File: src/sv/lchm_pkg.sv
// shared types, constants and key folding for the lru cache cost block
package lchm_pkg;

  localparam int unsigned DefMaxEntries = 32;
  localparam int unsigned KeyW          = 64;
  localparam int unsigned CapW          = 6;
  localparam int unsigned CostW         = 3;
  localparam int unsigned TotalW        = 24;

  localparam logic [CostW-1:0]  HitCost   = 3'd1;
  localparam logic [CostW-1:0]  MissCost  = 3'd5;
  localparam logic [TotalW-1:0] TotalMax  = 24'hFFFFFF;

  localparam logic [7:0] AsciiUpperA = 8'h41;
  localparam logic [7:0] AsciiUpperZ = 8'h5A;
  localparam logic [7:0] CaseOffset  = 8'd32;

  typedef struct packed {
    logic [KeyW-1:0] key;
    logic            last;
  } in_t;

  typedef struct packed {
    logic              hit;
    logic [CostW-1:0]  access_cost;
    logic [TotalW-1:0] total_cost;
    logic              last_out;
  } out_t;

  typedef enum logic [1:0] {
    ST_IDLE,
    ST_SCAN,
    ST_UPD,
    ST_DONE
  } state_e;

  // fold upper-case ascii bytes to lower case
  function automatic logic [KeyW-1:0] fold_key(input logic [KeyW-1:0] k);
    logic [KeyW-1:0] r;
    logic [7:0]      c;
    r = '0;
    for (int b = 0; b < 8; b++) begin
      c = k[8*b +: 8];
      if (c >= AsciiUpperA && c <= AsciiUpperZ) begin
        c = c + CaseOffset;
      end
      r[8*b +: 8] = c;
    end
    return r;
  endfunction

endpackage

File: src/sv/lchm_ram.sv
// simple dual port synchronous ram, one write and one registered read
module lchm_ram
  import lchm_pkg::*;
#(
  parameter int unsigned Width = KeyW,
  parameter int unsigned Depth = DefMaxEntries,
  localparam int unsigned AddrW = (Depth > 1) ? $clog2(Depth) : 1
) (
  input  logic             clk_i,
  input  logic             we_i,
  input  logic [AddrW-1:0] waddr_i,
  input  logic [Width-1:0] wdata_i,
  input  logic [AddrW-1:0] raddr_i,
  output logic [Width-1:0] rdata_o
);

  logic [Width-1:0] mem [Depth];

  always_ff @(posedge clk_i) begin
    if (we_i) begin
      mem[waddr_i] <= wdata_i;
    end
  end

  always_ff @(posedge clk_i) begin
    rdata_o <= mem[raddr_i];
  end

endmodule

File: src/sv/lru_cache_hit_miss_cost.sv
// lru cache hit/miss cost block: fully associative key store with a running cost total
//
// Input channel (in_valid_i/in_ready_o, in_data_i) carries one access: a packed
// 8-byte ascii key, folded to lower case internally, and a last flag.
// Output channel (out_valid_o/out_ready_i, out_data_o) returns one result per
// access: hit, access cost (1 on hit, 5 on miss), saturating running total and
// an echo of last. After a result marked last the store and the total clear.
// cfg_we_i/cfg_wdata_i write the capacity; zero makes every access a miss.
// Keys and ranks live in two rams with a registered read. Valid entries
// are always the lowest entry_count slots, so a fill count replaces valid bits.
// One pipelined pass over the rams finds the match and the oldest entry, a
// second pass rewrites the ranks, and the next access is taken once the result
// is loaded. With capacity zero both passes are skipped.
// One access is in flight at a time; a finished result sits in an output
// register, so a new access is taken while it waits. A stalled receiver holds
// the next access in its final state until the register frees.
// Reset empties the store, zeroes the total and the capacity; no clearing pass.
module lru_cache_hit_miss_cost
  import lchm_pkg::*;
#(
  parameter int unsigned MaxEntries = DefMaxEntries
) (
  input  logic            clk_i,
  input  logic            rst_ni,
  input  logic            in_valid_i,
  output logic            in_ready_o,
  input  in_t             in_data_i,
  output logic            out_valid_o,
  input  logic            out_ready_i,
  output out_t            out_data_o,
  input  logic            cfg_we_i,
  input  logic [CapW-1:0] cfg_wdata_i
);

  localparam int unsigned IdxW = (MaxEntries > 1) ? $clog2(MaxEntries) : 1;
  localparam int unsigned CntW = $clog2(MaxEntries + 1);

  state_e state_q, state_d;

  logic [CapW-1:0]   cap_q;
  logic [CntW-1:0]   cap_eff;
  logic [KeyW-1:0]   key_q, key_d;
  logic              last_q, last_d;
  logic [CntW-1:0]   count_q, count_d;
  logic [TotalW-1:0] total_q, total_d;
  logic [CntW-1:0]   idx_q, idx_d;
  logic              chk_vld_q, chk_vld_d;
  logic [IdxW-1:0]   chk_idx_q, chk_idx_d;
  logic              found_q, found_d;
  logic [IdxW-1:0]   found_idx_q, found_idx_d;
  logic [IdxW-1:0]   found_rank_q, found_rank_d;
  logic [IdxW-1:0]   old_idx_q, old_idx_d;
  out_t              out_q, out_d;
  logic              out_vld_q, out_vld_d;

  logic              in_fire, out_free, issue, fill;
  logic [IdxW-1:0]   target;
  logic [KeyW-1:0]   key_rd;
  logic [IdxW-1:0]   rank_rd, new_rank;
  logic              key_we, rank_we;
  logic [IdxW-1:0]   rank_waddr, rank_wdata;
  logic [CostW-1:0]  cost;
  logic [TotalW:0]   sum;

  assign cap_eff  = (int'(cap_q) > MaxEntries) ? CntW'(MaxEntries) : CntW'(cap_q);
  assign in_ready_o = (state_q == ST_IDLE);
  assign in_fire  = in_valid_i && in_ready_o;
  assign out_free = !out_vld_q || out_ready_i;
  assign issue    = (idx_q < count_q);
  assign fill     = (count_q < cap_eff);
  assign target   = found_q ? found_idx_q : (fill ? count_q[IdxW-1:0] : old_idx_q);

  assign cost = found_q ? HitCost : MissCost;
  assign sum  = {1'b0, total_q} + {{(TotalW + 1 - CostW){1'b0}}, cost};

  // rank rewrite for one entry during the update pass
  always_comb begin
    if (chk_idx_q == target) begin
      new_rank = '0;
    end else if (found_q) begin
      new_rank = (rank_rd < found_rank_q) ? rank_rd + IdxW'(1) : rank_rd;
    end else begin
      new_rank = rank_rd + IdxW'(1);
    end
  end

  assign key_we     = (state_q == ST_DONE) && out_free && !found_q && (cap_eff != '0);
  assign rank_we    = ((state_q == ST_UPD) && chk_vld_q) || key_we;
  assign rank_waddr = (state_q == ST_UPD) ? chk_idx_q : target;
  assign rank_wdata = (state_q == ST_UPD) ? new_rank : '0;

  lchm_ram #(
    .Width (KeyW),
    .Depth (MaxEntries)
  ) u_key_ram (
    .clk_i   (clk_i),
    .we_i    (key_we),
    .waddr_i (target),
    .wdata_i (key_q),
    .raddr_i (idx_q[IdxW-1:0]),
    .rdata_o (key_rd)
  );

  lchm_ram #(
    .Width (IdxW),
    .Depth (MaxEntries)
  ) u_rank_ram (
    .clk_i   (clk_i),
    .we_i    (rank_we),
    .waddr_i (rank_waddr),
    .wdata_i (rank_wdata),
    .raddr_i (idx_q[IdxW-1:0]),
    .rdata_o (rank_rd)
  );

  // next state
  always_comb begin
    state_d = state_q;
    unique case (state_q)
      ST_IDLE: begin
        if (in_fire) begin
          state_d = (cap_eff == '0) ? ST_DONE : ST_SCAN;
        end
      end
      ST_SCAN: begin
        if (!issue && !chk_vld_q) begin
          state_d = ST_UPD;
        end
      end
      ST_UPD: begin
        if (!issue && !chk_vld_q) begin
          state_d = ST_DONE;
        end
      end
      ST_DONE: begin
        if (out_free) begin
          state_d = ST_IDLE;
        end
      end
      default: state_d = ST_IDLE;
    endcase
  end

  // datapath and outputs
  always_comb begin
    key_d        = key_q;
    last_d       = last_q;
    count_d      = count_q;
    total_d      = total_q;
    idx_d        = idx_q;
    chk_vld_d    = 1'b0;
    chk_idx_d    = chk_idx_q;
    found_d      = found_q;
    found_idx_d  = found_idx_q;
    found_rank_d = found_rank_q;
    old_idx_d    = old_idx_q;
    out_d        = out_q;
    out_vld_d    = out_vld_q && !out_ready_i;
    unique case (state_q)
      ST_IDLE: begin
        if (in_fire) begin
          key_d   = fold_key(in_data_i.key);
          last_d  = in_data_i.last;
          idx_d   = '0;
          found_d = 1'b0;
        end
      end
      ST_SCAN: begin
        if (issue) begin
          idx_d = idx_q + CntW'(1);
        end
        chk_vld_d = issue;
        chk_idx_d = idx_q[IdxW-1:0];
        if (chk_vld_q) begin
          if (!found_q && key_rd == key_q) begin
            found_d      = 1'b1;
            found_idx_d  = chk_idx_q;
            found_rank_d = rank_rd;
          end
          if (CntW'(rank_rd) == count_q - CntW'(1)) begin
            old_idx_d = chk_idx_q;
          end
        end
        if (!issue && !chk_vld_q) begin
          idx_d = '0;
        end
      end
      ST_UPD: begin
        if (issue) begin
          idx_d = idx_q + CntW'(1);
        end
        chk_vld_d = issue;
        chk_idx_d = idx_q[IdxW-1:0];
      end
      ST_DONE: begin
        if (out_free) begin
          out_vld_d         = 1'b1;
          out_d.hit         = found_q;
          out_d.access_cost = cost;
          out_d.total_cost  = sum[TotalW] ? TotalMax : sum[TotalW-1:0];
          out_d.last_out    = last_q;
          total_d           = sum[TotalW] ? TotalMax : sum[TotalW-1:0];
          if (!found_q && cap_eff != '0 && fill) begin
            count_d = count_q + CntW'(1);
          end
          if (last_q) begin
            count_d = '0;
            total_d = '0;
          end
        end
      end
      default: ;
    endcase
  end

  always_ff @(posedge clk_i or negedge rst_ni) begin
    if (!rst_ni) begin
      state_q   <= ST_IDLE;
      cap_q     <= '0;
      count_q   <= '0;
      total_q   <= '0;
      idx_q     <= '0;
      chk_vld_q <= 1'b0;
      found_q   <= 1'b0;
      out_vld_q <= 1'b0;
    end else begin
      state_q   <= state_d;
      count_q   <= count_d;
      total_q   <= total_d;
      idx_q     <= idx_d;
      chk_vld_q <= chk_vld_d;
      found_q   <= found_d;
      out_vld_q <= out_vld_d;
      if (cfg_we_i) begin
        cap_q <= cfg_wdata_i;
      end
    end
  end

  always_ff @(posedge clk_i) begin
    key_q        <= key_d;
    last_q       <= last_d;
    chk_idx_q    <= chk_idx_d;
    found_idx_q  <= found_idx_d;
    found_rank_q <= found_rank_d;
    old_idx_q    <= old_idx_d;
    out_q        <= out_d;
  end

  assign out_valid_o = out_vld_q;
  assign out_data_o  = out_q;

  // fill count never runs past the store depth
  a_count_range: assert property (@(posedge clk_i) disable iff (!rst_ni)
    int'(count_q) <= MaxEntries)
    else $error("entry count beyond store depth");

  // leaving the final state always loads a result
  a_result_loaded: assert property (@(posedge clk_i) disable iff (!rst_ni)
    (state_q == ST_DONE && out_free) |=> out_vld_q)
    else $error("finished transaction produced no result");

  // a last transaction empties the store and the total
  a_last_clears: assert property (@(posedge clk_i) disable iff (!rst_ni)
    (state_q == ST_DONE && out_free && last_q) |=> (count_q == '0 && total_q == '0))
    else $error("store or total not cleared after last");

  // a match can only come from a stored entry
  a_hit_in_range: assert property (@(posedge clk_i) disable iff (!rst_ni)
    (state_q == ST_UPD && found_q) |-> (CntW'(found_idx_q) < count_q))
    else $error("match index outside filled entries");

endmodule
File: config.mk
export PLATFORM = sky130hd
export DESIGN_NAME = lru_cache_hit_miss_cost
export DESIGN_NICKNAME = d
export VERILOG_FILES = /design/src/sv/lchm_pkg.sv /design/src/sv/lchm_ram.sv /design/src/sv/lru_cache_hit_miss_cost.sv
export SDC_FILE = /design/constraint.sdc
export NUM_CORES = 2
export LEC_CHECK = 0
export ABC_AREA = 1
export ABC_CLOCK_PERIOD_IN_PS = 6700
export CAP_MARGIN = 15
export CORE_UTILIZATION = 34
export CTS_BUF_LIST = sky130_fd_sc_hd__clkbuf_8
export DETAILED_ROUTE_END_ITERATION = 6
export DONT_BUFFER_PORTS = 1
export SLEW_MARGIN = 30
export SYNTH_ARGS = -nofsm -noshare
export SYNTH_HDL_FRONTEND = slang
export SYNTH_SLANG_ARGS = --single-unit
File: constraint.sdc
create_clock -name clk_i -period 6.7 [get_ports clk_i]
set_input_delay 0.335 -clock clk_i [delete_from_list [all_inputs] [get_ports clk_i]]
set_output_delay 0.335 -clock clk_i [all_outputs]
set_load 0.01 [all_outputs]
==> impl_results.md <==
- # DRC: 13
- Syn avg cell area: 13.4 sq um
- Class of the worst hold path: in2reg
- Global placer's final weighted congestion: 0.826
- Worst Skew: around 0.13 ns
- Commonest non-fill, non-tap cell in the layout: edfxtp_1
- Seq/Total Area, Yosys: 0.755
- DIE AREA: roughly 280000 sq um
- Die width: 532 um
- Post-layout util: 0.391
- Clock transition at path regs: 0.06 ns
- Area growth syn-to-layout: 14.4%
- Kind of critical path: reg2reg
- Max cap viols: 0
- # rows: 194
- CTS Sinks: 2436
- Clock Tree Buf Depth: 4
- Ys async rst share: 0.0193
- Sum of negative setup slack: 0 ns
- CTS tree: done
- Power per cell area: 365 nW/um^2
- Final HPWL from detailed placement: 147000 um
- Synth area leaders: edfxtp_1, o21ai_0, nor2_1
- Layout cells sized above 1: 0.107
- Final Hold Viols: 0
- VDD IR max: 274 uV
- FILL cells: 26073
- Max transition margin: 0.284
- Initial antenna violation count: 19
- DR pass1 iterations: 7
- Clock H-tree levels: 5
- Root buffer selected by CTS: clkbuf_8
- # IOs: 107
- Mapped cell area: about 96000 sq um
- Hold slack: 0.0842 ns
- Vias in the first global route: 60492
- Pin slew with the least headroom to its limit: 1.07 ns
- Initial Utilization: 0.342
- Fin crit period: 4.55 ns
- Violated checks: design-rule violations
- Required @ worst endpoint: ~7.3 ns
- Final Cycle Share: 0.679
- # nets final: around 7500
- EDFF count, synth: around 2300
- Status: complete, but fails checks
- Post-synth net total: 7272
- CP endpoint kind: flip-flop
- Startpoint types: flip-flop
- Num CTS Buffers: 398
- Final Power: approximately 40 mW
- Largest net degree at the start of global routing: 202
- Post-cts resize count: 0
- Yosys top cell by area: edfxtp_1
- DRT iter0 DRCs: 7118
- Avg WL per Cell: roughly 24 um
- Vias/cell: 5.46
- Yosys top cell area share: 0.728
- Yosys Warn Count: 0
- Antenna Nets Post-Route: 0
- Crit path DAT: 5.19 ns
- Synth Register Bits: 2436
- CP Max Fanout: 31
- Die Y: ~530 um
- Core area: 280000 sq um
- RSZ-0062 raised after global routing: no
- Commonest cells after routing, fill and taps aside: edfxtp_1, nor2_1, o21ai_0
- Worst-skew pair later-pin latency: 1.13 ns
- Leakage: 35.8 nW
- Final-report max-slew violation count: 0
- IO buf count: 0
- WL final: approximately 280000 um
- First-pass GRT wire length: 407000 um
- Grt ovf: 0
- Synth Flop Type: edfxtp_1
- Total Routing Usage GR: 0.191
- FMAX: 0.220 GHz
- DR vias: 62602
- Synth Instances: 7163
- Synth unique cells: 60
- Final setup violation count: 0
## report_power, final
group	internal (mW)	total [mW]	leakage [nW]	switching [mW]
sequential	18.3	18.8	22.1	0.550
combinational	2.25	8.73	9.29	6.48
clock	6.35	12.4	4.35	6.07
total	26.9	40.0	35.8	13.1
## cell type report
type                    count  area, sq um  share of cell area
clock buffers             426         5860              0.0536
well taps                3724         4660              0.0426
clock inverters           310         1740              0.0159
multi-input cells        4088        21100               0.192
diodes                      4         10.0           0.0000914
flip-flops and latches   2436        72200               0.660
repair buffers            313         3210              0.0294
inverters                 170          673             0.00615
## what timing repair did
item / in CTS / in global routing
buffers inserted: 0 / 0
hold buffers: 131 / 0
endpoints found under the hold margin: 158 / 0
## stage by stage
step	cells	instance area, sq um	worst slack (ns)
after floorplan	7163	95600	1.54
after global placement	10590	100000	1.94
after detailed placement	10595	100000	2.02
after CTS	11462	109000	1.94
after global routing	11470	109000	1.84
final	11471	109000	2.15
## routing by layer
layer	global-route usage	vias to the layer above	wire length [um]
met5	0	-	35
met4	0.0660	6	9030
met3	0.0297	557	22300
met2	0.315	3020	134000
met1	0.255	31630	114000
li1	-	27389	-
## final timing paths
path | from | to | slack [ns] | cells after the start
worst max-delay path | cap_q[0] | u_key_ram.mem[20][61] | 2.15 | 15
worst min-delay path | in_data_i[37] | key_q[36] | 0.08 | 1
worst max register to register | cap_q[0] | u_key_ram.mem[20][61] | 2.15 | 15
worst min register to register | found_q | out_data_o[28] | 0.52 | 0
max in group asynchronous | rst_ni | idx_q[4] | 5.93 | 4
min in group asynchronous | rst_ni | total_q[17] | 0.45 | 4
## worst max-delay path, stage by stage, from the launching register on
cell,delay [ns]
dfrtp_1,0.39
nor2_2,0.13
nand3_1,0.11
nand2_2,0.09
nand2_1,0.06
ha_1,0.19
a21oi_2,0.13
nor2_1,0.08
a211oi_4,0.39
nand2_4,0.13
nand2_1,0.09
nand3_2,0.10
nand2_4,0.14
nand3_1,0.63
nor2_4,0.86
buf_4,0.59
## synth_stat cells (all sizes together), types with 29 or more instances
library cell,number
o21ai,1215
o22ai,367
a21oi,59
dfxtp,69
buf,148
o221ai,195
edfxtp,2320
xor2,29
inv,168
nand3,179
nand2,423
dfrtp,47
clkbuf,321
ha,33
nor2,1295
nor3,47
a31oi,46
o211ai,47
nand4,45
## sequential cells by signal (all words and copies together), names as in the netlist, 6 cells and up
signal / cells
u_key_ram.mem: 2048
u_rank_ram.mem: 160
key_q: 64
u_key_ram.rdata_o: 64
out_data_o: 27
total_q: 24
cap_q: 6
count_q: 6
idx_q: 6
## cells by family after synthesis
| logic type | synth area share |
|---|---|
| buffers and inverters | 0.0278 |
| adder cells (fa/ha/maj) | 0.00432 |
| multiplexers | 0.000562 |
| XOR/XNOR | 0.00467 |
| AO/OA/AOI/OAI | 0.120 |
| AND/OR/NAND/NOR | 0.0871 |
| flip-flops | 0.755 |
| other | 0.0000785 |
Power figures use the tool's default switching activity.
